### config.mk
export PLATFORM = sky130hd
export DESIGN_NAME = column_consensus_caller
export DESIGN_NICKNAME = d
export VERILOG_FILES = /design/src/rtl/ccc_pkg.sv /design/src/rtl/ccc_tally.sv /design/src/rtl/ccc_out_buf.sv /design/src/rtl/column_consensus_caller.sv
export SDC_FILE = /design/constraint.sdc
export NUM_CORES = 1
export LEC_CHECK = 0
export CORE_MARGIN = 10
export CORE_UTILIZATION = 57
export CTS_BUF_LIST = sky130_fd_sc_hd__clkbuf_4 sky130_fd_sc_hd__clkbuf_8
export CTS_CLUSTER_SIZE = 30
export DETAILED_ROUTE_END_ITERATION = 6
export DONT_BUFFER_PORTS = 1
export GPL_TIMING_DRIVEN = 0
export PLACE_DENSITY = 0.78
export SKIP_LAST_GASP = 1
export SLEW_MARGIN = 0
export SYNTH_ARGS = -nofsm -noshare
export SYNTH_HDL_FRONTEND = slang
export SYNTH_SLANG_ARGS = --single-unit
### constraint.sdc
create_clock -name clk -period 20.8 [get_ports clk]
set_clock_uncertainty 0.1 [all_clocks]
set_input_delay 4.16 -clock clk [delete_from_list [all_inputs] [get_ports clk]]
set_output_delay 4.16 -clock clk [all_outputs]
set_load 0.02 [all_outputs]
### src/rtl/ccc_pkg.sv
// Shared types and constants for the column consensus caller.
package ccc_pkg;

  // Field widths
  localparam int COUNT_W   = 12;
  localparam int POS_W     = 16;
  localparam int THR_W     = 9;
  localparam int NUM_LANES = 6;

  // Ambiguity threshold after reset, about 0.6 in Q1.8
  localparam logic [THR_W-1:0] THR_RESET = 9'd154;

  // Counted ASCII characters
  localparam logic [7:0] SYM_A   = 8'h41;
  localparam logic [7:0] SYM_C   = 8'h43;
  localparam logic [7:0] SYM_G   = 8'h47;
  localparam logic [7:0] SYM_T   = 8'h54;
  localparam logic [7:0] SYM_GAP = 8'h5F;
  localparam logic [7:0] SYM_N   = 8'h4E;

  // Call codes; codes 0 to 5 double as counter lane numbers
  typedef enum logic [2:0] {
    CALL_A    = 3'd0,
    CALL_C    = 3'd1,
    CALL_G    = 3'd2,
    CALL_T    = 3'd3,
    CALL_GAP  = 3'd4,
    CALL_N    = 3'd5,
    CALL_NONE = 3'd6
  } call_t;

  // One input word
  typedef struct packed {
    logic [7:0] symbol;
    logic       column_end;
    logic       contig_start;
  } in_word_t;

  // One result word
  typedef struct packed {
    logic [2:0]         call_code;
    logic [COUNT_W-1:0] count_a;
    logic [COUNT_W-1:0] count_c;
    logic [COUNT_W-1:0] count_g;
    logic [COUNT_W-1:0] count_t;
    logic [COUNT_W-1:0] count_gap;
    logic [COUNT_W-1:0] coverage;
    logic               ambiguous;
    logic               emitted;
    logic [POS_W-1:0]   position;
  } out_word_t;

  // Result handed from the tally to the output buffer
  typedef struct packed {
    logic      valid;
    out_word_t word;
  } res_t;

endpackage

### src/rtl/ccc_tally.sv
// Column tally: per-column counters, running leader, and result formation.
module ccc_tally import ccc_pkg::*; (
  input  logic             clk,
  input  logic             rst_n,
  input  logic             cfg_we,
  input  logic [THR_W-1:0] cfg_wdata,
  input  logic             acc,
  input  in_word_t         in_word,
  output res_t             res
);

  localparam logic [COUNT_W-1:0] CNT_MAX = '1;
  localparam logic [POS_W-1:0]   POS_MAX = '1;
  localparam logic [POS_W-1:0]   POS_ONE = POS_W'(1);

  logic [THR_W-1:0]   thr_r;
  logic [COUNT_W-1:0] cnt_r [NUM_LANES];
  logic [COUNT_W-1:0] max_r;
  logic [COUNT_W-1:0] total_r;
  call_t              call_r;
  logic [POS_W-1:0]   pos_r;

  logic [NUM_LANES-1:0] hit;
  logic [COUNT_W-1:0]   inc      [NUM_LANES];
  logic [COUNT_W-1:0]   cnt_upd  [NUM_LANES];
  logic [COUNT_W-1:0]   max_upd;
  logic [COUNT_W-1:0]   total_upd;
  call_t                call_upd;
  logic [COUNT_W:0]     cov_sum;
  logic [COUNT_W+8:0]   lhs;
  logic [COUNT_W+8:0]   rhs;
  logic [POS_W-1:0]     pos_cur;
  logic [POS_W-1:0]     pos_nxt;
  logic                 emit;

  function automatic logic [COUNT_W-1:0] sat_inc(input logic [COUNT_W-1:0] v);
    sat_inc = (v == CNT_MAX) ? CNT_MAX : v + COUNT_W'(1);
  endfunction

  // Symbol decode to a one-hot lane
  always_comb begin
    hit = '0;
    unique case (in_word.symbol)
      SYM_A:   hit[CALL_A]   = 1'b1;
      SYM_C:   hit[CALL_C]   = 1'b1;
      SYM_G:   hit[CALL_G]   = 1'b1;
      SYM_T:   hit[CALL_T]   = 1'b1;
      SYM_GAP: hit[CALL_GAP] = 1'b1;
      SYM_N:   hit[CALL_N]   = 1'b1;
      default: hit = '0;
    endcase
  end

  // Counter bump and leader update; bases win ties, gap and N must exceed
  always_comb begin
    max_upd  = max_r;
    call_upd = call_r;
    for (int k = 0; k < NUM_LANES; k++) begin
      inc[k]     = sat_inc(cnt_r[k]);
      cnt_upd[k] = hit[k] ? inc[k] : cnt_r[k];
      if (hit[k]) begin
        if ((k <= int'(CALL_T)) ? (inc[k] >= max_r) : (inc[k] > max_r)) begin
          max_upd  = inc[k];
          call_upd = call_t'(3'(k));
        end
      end
    end
    total_upd = (|hit[CALL_GAP:CALL_A]) ? sat_inc(total_r) : total_r;
  end

  // Coverage, ambiguity test and position
  always_comb begin
    cov_sum = {1'b0, total_upd} + {1'b0, cnt_upd[CALL_N]};
    lhs     = {1'b0, max_upd, 8'b0};
    rhs     = (COUNT_W+9)'(thr_r) * (COUNT_W+9)'(total_upd);
    emit    = (call_upd != CALL_GAP);
    pos_cur = in_word.contig_start ? POS_ONE : pos_r;
    pos_nxt = (in_word.column_end && emit && pos_cur != POS_MAX) ?
              pos_cur + POS_W'(1) : pos_cur;

    res.valid          = acc && in_word.column_end;
    res.word.call_code = call_upd;
    res.word.count_a   = cnt_upd[CALL_A];
    res.word.count_c   = cnt_upd[CALL_C];
    res.word.count_g   = cnt_upd[CALL_G];
    res.word.count_t   = cnt_upd[CALL_T];
    res.word.count_gap = cnt_upd[CALL_GAP];
    res.word.coverage  = cov_sum[COUNT_W] ? CNT_MAX : cov_sum[COUNT_W-1:0];
    res.word.ambiguous = (total_upd != '0) && (lhs < rhs);
    res.word.emitted   = emit;
    res.word.position  = pos_cur;
  end

  // Threshold register
  always_ff @(posedge clk) begin
    if (!rst_n) begin
      thr_r <= THR_RESET;
    end else if (cfg_we) begin
      thr_r <= cfg_wdata;
    end
  end

  // Column state; counters clear at column end, the call is kept
  always_ff @(posedge clk) begin
    if (!rst_n) begin
      for (int k = 0; k < NUM_LANES; k++) cnt_r[k] <= '0;
      max_r   <= '0;
      total_r <= '0;
      call_r  <= CALL_NONE;
      pos_r   <= POS_ONE;
    end else if (acc) begin
      for (int k = 0; k < NUM_LANES; k++) begin
        cnt_r[k] <= in_word.column_end ? '0 : cnt_upd[k];
      end
      max_r   <= in_word.column_end ? '0 : max_upd;
      total_r <= in_word.column_end ? '0 : total_upd;
      call_r  <= call_upd;
      pos_r   <= pos_nxt;
    end
  end

`ifndef SYNTHESIS
  // Column end leaves empty counters behind
  a_clear: assert property (@(posedge clk) disable iff (!rst_n)
    (acc && in_word.column_end) |=> (total_r == '0 && max_r == '0))
    else $error("column state not cleared after column end");

  // Position counts from one and never wraps to zero
  a_pos_nonzero: assert property (@(posedge clk) disable iff (!rst_n)
    pos_r != '0)
    else $error("position register reached zero");

  // A gap call never advances the position
  a_gap_hold: assert property (@(posedge clk) disable iff (!rst_n)
    (res.valid && !res.word.emitted) |=> (pos_r == $past(pos_cur)))
    else $error("position advanced on a gap call");
`endif

endmodule

### src/rtl/ccc_out_buf.sv
// Two-entry output buffer: result register plus skid register.
module ccc_out_buf import ccc_pkg::*; (
  input  logic      clk,
  input  logic      rst_n,
  input  res_t      push,
  input  logic      pop_ready,
  output logic      out_valid,
  output out_word_t out_word,
  output logic      full
);

  logic      main_vld_r;
  logic      skid_vld_r;
  out_word_t main_r;
  out_word_t skid_r;
  logic      pop;

  assign pop       = main_vld_r && pop_ready;
  assign out_valid = main_vld_r;
  assign out_word  = main_r;
  assign full      = skid_vld_r;

  // Valid flags
  always_ff @(posedge clk) begin
    if (!rst_n) begin
      main_vld_r <= 1'b0;
      skid_vld_r <= 1'b0;
    end else if (pop) begin
      main_vld_r <= skid_vld_r || push.valid;
      skid_vld_r <= 1'b0;
    end else if (push.valid) begin
      main_vld_r <= 1'b1;
      skid_vld_r <= main_vld_r;
    end
  end

  // Payload; the skid entry moves up when the main entry drains
  always_ff @(posedge clk) begin
    if (pop) begin
      main_r <= skid_vld_r ? skid_r : push.word;
    end else if (push.valid) begin
      if (main_vld_r) begin
        skid_r <= push.word;
      end else begin
        main_r <= push.word;
      end
    end
  end

`ifndef SYNTHESIS
  // Skid entry only holds data behind a full main entry
  a_order: assert property (@(posedge clk) disable iff (!rst_n)
    skid_vld_r |-> main_vld_r)
    else $error("skid entry valid without main entry");

  // No push lands on a full buffer
  a_no_overrun: assert property (@(posedge clk) disable iff (!rst_n)
    push.valid |-> !skid_vld_r)
    else $error("push into full output buffer");

  // Draining with a waiting skid word keeps the output valid
  a_refill: assert property (@(posedge clk) disable iff (!rst_n)
    (pop && skid_vld_r) |=> (main_vld_r && main_r == $past(skid_r)))
    else $error("skid word lost on drain");
`endif

endmodule

### src/rtl/column_consensus_caller.sv
// A column's result is registered in the output buffer when its last word is taken.
// Throughput: one input word per cycle while in_ready is high; counter update, leader
// compare and 9 x 12 threshold multiply are combinational ahead of the result register.
// A two-entry output buffer absorbs stalls; in_ready drops only when both entries hold.
// Reset (rst_n low, synchronous): counts clear, call none, position 1, threshold 154.
module column_consensus_caller import ccc_pkg::*; (
  input  logic             clk,
  input  logic             rst_n,
  input  logic             cfg_we,
  input  logic [THR_W-1:0] cfg_wdata,
  input  logic             in_valid,
  output logic             in_ready,
  input  in_word_t         in_word,
  output logic             out_valid,
  input  logic             out_ready,
  output out_word_t        out_word
);

  logic acc;
  logic buf_full;
  res_t res;

  // Input word is taken whenever the output buffer has a free entry
  assign in_ready = !buf_full;
  assign acc      = in_valid && in_ready;

  ccc_tally u_tally (
    .clk       (clk),
    .rst_n     (rst_n),
    .cfg_we    (cfg_we),
    .cfg_wdata (cfg_wdata),
    .acc       (acc),
    .in_word   (in_word),
    .res       (res)
  );

  ccc_out_buf u_out_buf (
    .clk       (clk),
    .rst_n     (rst_n),
    .push      (res),
    .pop_ready (out_ready),
    .out_valid (out_valid),
    .out_word  (out_word),
    .full      (buf_full)
  );

endmodule
# Word-level counts from Yosys, hierarchy flattened
# Memories as Yosys holds them, arrays and structs flattened.
# Cells that the tools add are included.
dict set report totals {
  regBits 240
  ramBits 72
  in_bits 24
  mem_count 1
  out_inout_bits 95
}
dict set report op_classes {
  bitwise 8
  muxes 71
  n_mul 1
  eq_ne 16
  reduce_logical 14
  n_lt_le_gt_ge 7
  add_sub_neg 9
}
# name depth width read_ports rd_clocked_by_memory_dff write_ports line
set mem_list {}
lappend mem_list {u_tally.cnt_r 6 12 6 0 6 ccc_tally.sv:17} ;# logic [COUNT_W-1:0] cnt_r [NUM_LANES];
# operator count
set op_table {}
lappend op_table {{two-way mux 12 bit} 41}
lappend op_table {{two-way mux 93 bit} 4}
lappend op_table {{adder 12 x 1 -> 12 bit (second input constant)} 7}
lappend op_table {{== test 12 bit (second input constant)} 7}
lappend op_table {{== test 8 x 7 -> 1 bit (second input constant)} 6}
lappend op_table {{greater-or-equal comparator 12 bit} 4}
lappend op_table {{two-way mux 3 bit} 12}
lappend op_table {{two-way mux 16 bit} 2}
lappend op_table {{> comparator 12 bit} 2}
lappend op_table {{< comparator 20 x 21 -> 1 bit} 1}
lappend op_table {{multiplier 9 x 12 -> 21 bit} 1}
lappend op_table {{adder 16 x 1 -> 16 bit (second input constant)} 1}
lappend op_table {{!= test 16 bit (second input constant)} 1}
lappend op_table {{adder 12 x 12 -> 13 bit} 1}
lappend op_table {{two-way mux 1 bit} 12}
lappend op_table {{nonzero test 12 bit} 1}
lappend op_table {{logical AND 1 bit} 6}
lappend op_table {{bitwise OR 1 bit} 6}
lappend op_table {{OR reduction 5 bit} 1}
lappend op_table {{!= test 3 bit (second input constant)} 1}
lappend op_table {{AND reduction 3 bit} 1}
lappend op_table {{!= test 2 bit (second input constant)} 1}
lappend op_table {{inverter 1 bit} 2}
lappend op_table {{AND reduction 2 bit} 1}
lappend op_table {{4 further kinds} 4}

# Depth between registers and ports, before layout
# An unclocked memory read counts as a cell.
dict set report depth {
  depth_word 21
  mapped_depth 34
}

# Cells and area by module
# From an unflattened synthesis, not the netlist that was laid out.
dict set report unflattened {
  hier_cells 2122
  area_unflattened_um2 21958.6
}
# module seq_area_each_um2 cells_per_inst n_inst area_per_inst_um2
set modules_own_cells {}
lappend modules_own_cells {ccc_tally 3203.1 1820 1 14863.0}
lappend modules_own_cells {ccc_out_buf 5625.4 300 1 7085.5}
lappend modules_own_cells {column_consensus_caller 0.0 2 1 10.0}

# Worst setup path after synthesis
# OpenSTA, ideal clock, no wires.
dict set report synth_path {
  path_type {input to register}
  start {in in_valid}
  end {reg u_out_buf.skid_r[0] in the netlist's numbering, enable pin}
  slack_ns 8.803
  path_buffers 0
  arrival_ns 11.218
  setup_ns 0.680
  path_stages 3
  required_time_ns 20.020
  path_cell_list {nor2b_1 > nand2_1 > nor3b_1}
}
dict set report synth_between {
  elab_chain_len 3
}
# item line
set synth_rtl {}
lappend synth_rtl {{start: declaration} column_consensus_caller.sv:11} ;# input logic in_valid,
lappend synth_rtl {{logical AND 1 bit} column_consensus_caller.sv:25} ;# assign acc = in_valid && in_ready;
lappend synth_rtl {{logical AND 1 bit} ccc_tally.sv:81} ;# res.valid = acc && in_word.column_end;
lappend synth_rtl {{AND reduction 3 bit (no line)} -}
lappend synth_rtl {{end signal: assignment} ccc_out_buf.sv:43} ;# skid_r <= push.word;
lappend synth_rtl {{end: declaration} ccc_out_buf.sv:15} ;# out_word_t skid_r;
# Every way passes these cells.
# A chain may end at the register's enable or synchronous reset.

==> results.ini <==
[timing]
finalSetupViolCount=0
finalSetupTns_ps=0
drv_slew=0
worst_pin_slew_ps=968
max_freq_mhz=83.5
timing.final.crit_share=0.576
rsz0062_at_grt=false
finalWorstPathRequiredPeriod_ps=11980
slew_headroom=0.355
finalHoldViolCount=0

[critical_path]
arrival_ps=12270
path_common_cell=fa_1
crit_slowest_cell=a21oi_1
crit_required_ps=21090
timing.rr.start=u_tally.total_r[0]
crit_path_end_kind=flop
rrSetupSlack_ps=12600
start_kind=input port
slowest_delay_ps=670
rr_worst_depth=33
worstSetupStartpoint=in_word[9]
reg2reg_to=u_out_buf.out_word[17]
path_max_fanout=10
path_class=input port to flop

[power_and_ir_drop]
pwr-share-comb=0.084
switchingPower_uw=366
ir_worst_vdd_v=0.0000479
p_int_uw=1050
p_seq_frac=0.519
p_per_area_nw_per_um2=62.7
pwr-share-clk=0.397
switching_share=0.258
p_leak_uw=0.00979

[floorplan]
rows=69
die_area_sq_um=44500
initial_core_util=0.581
die_w_microns=211
fp.dieH_microns=211
coreArea_sq_um=35700
io_pins=119

[clock_network]
ctsResizeCount=0
clkLatencyLatePin_ps=640
cts_buffers=50
postCtsHoldBufs=0
clkSinkCount=312
postCtsSetupBuffers=0
path_clk_slew_ps=70
cts_root_buf=clkbuf_8
cts_max_level=2
cts_tree=done
clk_path_buf_depth=3

[synthesis]
synth.most_common_cell=nand2_1
yosysWarnings=0
yosysSeqAreaShare=0.425
syn_avg_cell_area_sq_um=9.74
syn_inst=2133
synth_area_sq_um=20800
synth_top_area_share=0.373
ys_seq_elements=312
async_flop_share=0
yosysTopAreaCell=edfxtp_1
ys.flop_type=edfxtp_1
yosysUniqueCellTypes=82
syn_nets=2374
synthTopCellsByCount=nand2_1 (277), edfxtp_1 (258), inv_1 (205)
synth-edff-count=258
synth.area.top_cells=edfxtp_1 (37%), ha_1 (8.7%), fa_1 (6.9%)

[grt]
grt.met1_usage=0.305
grt_max_degree=45
grt_pass1_vias=15900
grt_pass1_wl_microns=85900
busiest_layer=met2
grt_antenna_before_repair=0
grt_use_total=0.244
gr-usage-met2=0.424
grt.met3_usage=0.0343
grt.overflow.total=0

[layout]
antenna_cells=0
area_growth_pct=8.90
final_cells=2698
utilization=0.633
ff_latch_area_sq_um=8830
fillers=2865
multi_input_area_sq_um=10800
layout-drive-gt1-share=0.0684
final_nets=2439

[min_path]
hp-class=flop to flop
whs_endpoint=u_tally.pos_r[1]
whs_path_depth=2
hp-start=u_tally.pos_r[1]

[route]
ant_nets=0
route.detailed.drc=0
drt_first_pass_iters=7
dr_total_vias=16200
first_iter_violations=1226
routedWlPerCell_microns=20.5
routed_wl_microns=55200
via_per_inst=6.02

[placed_design]
placed_cells=2607
place.gp.congestion=0.959
io_buffers=0
dpl.hpwl_microns=42000

[run]
maxCapViolations=0

[outcome]
outcome=complete, no violations

[cell families (layout without fill, tap and decap cells)]
| group | after synthesis | count (layout) | synth area share |
|---|---|---|---|
| AOI/OAI and AO/OA | 386 | 386 | 0.119 |
| xor gates and xnor gates | 63 | 63 | 0.0266 |
| adders and majority gates | 217 | 217 | 0.157 |
| buffers and inverters | 295 | 399 | 0.0541 |
| DFF | 312 | 312 | 0.425 |
| muxes | 71 | 71 | 0.0359 |
| and+or+nand+nor | 789 | 789 | 0.183 |
[final cells by class]
class,count,share of cell area
clock inverter,22,0.00896
clock buffer,69,0.0378
timing repair buffer,13,0.00852
multi-input combinational,1526,0.479
tap,461,0.0255
inverter,206,0.0343
buffer,89,0.0155
sequential,312,0.390
[flip-flops by register name, indices dropped and copies added, names as in the netlist]
register and flops:
u_out_buf.out_word 93, u_out_buf.skid_r 93, u_tally.cnt_r 72, u_tally.pos_r 16
u_tally.max_r 12, u_tally.total_r 12, u_tally.thr_r 9, u_tally.call_r 3
u_out_buf.full 1, u_out_buf.out_valid 1
[placed cells by master, fill, tap and decap left out, types with 27 or more instances in the layout]
master	n
a21oi_1	116
and2_1	99
and3_1	32
clkbuf_1	79
clkbuf_8	54
dfxtp_1	54
edfxtp_1	258
fa_1	72
ha_1	145
inv_1	204
mux2_2	28
mux2i_1	43
nand2_1	277
nand2b_1	27
nand3_1	68
nor2_1	169
nor2b_1	29
o21ai_0	104
xnor2_1	30
xor2_1	33
[worst max-delay path: cells and delay by family]
family                     cells  cell delay [ps]
AOI/OAI and AO/OA             14             3030
adders and majority gates      6             2600
and+or+nand+nor                5             1060
buffers and inverters          5              980
muxes                          1              260
xor gates and xnor gates       1              140
[through the flow]
| stage | hold WS (ps) | cell area (sq um) | power (uW) | setup WS (ps) |
|---|---|---|---|---|
| 5_1_grt | 400 | 22600 | 1470 | 8320 |
| 4_1_cts | 370 | 22600 | 1430 | 8940 |
| 2_1_floorplan | 337 | 20800 | 828 | 8800 |
| 6_report | 372 | 22600 | 1420 | 8820 |
| 3_3_place_gp | 355 | 21400 | 864 | 5280 |
| 3_5_place_dp | 360 | 21600 | 868 | 8270 |
[routing by layer]
layer	wire length (microns)	vias to the layer above
met5	0	-
met4	1560	0
met3	3320	107
met2	27400	586
met1	22900	7949
li1	-	7587
[how the worst max path moves through the flow]
stage,end,cells after the start,slack (ps)
after floorplan,u_out_buf.skid_r[0],3,8800
final,u_out_buf.out_word[17],32,8820
after global routing,u_out_buf.out_word[17],32,8320
after CTS,u_out_buf.out_word[17],32,8940
after global placement,u_out_buf.skid_r[47],3,5280
after detailed placement,u_out_buf.out_word[17],32,8270
[power groups by stage]
stage	Sequential [uW]	Combinational [uW]	Clock (uW)
detailed placement	750	118	0
CTS	737	118	571
finish	737	119	563
global route	739	132	596
floorplan	747	80.6	0
global placement	756	109	0
Note: power is estimated with default switching activity, not from simulation.
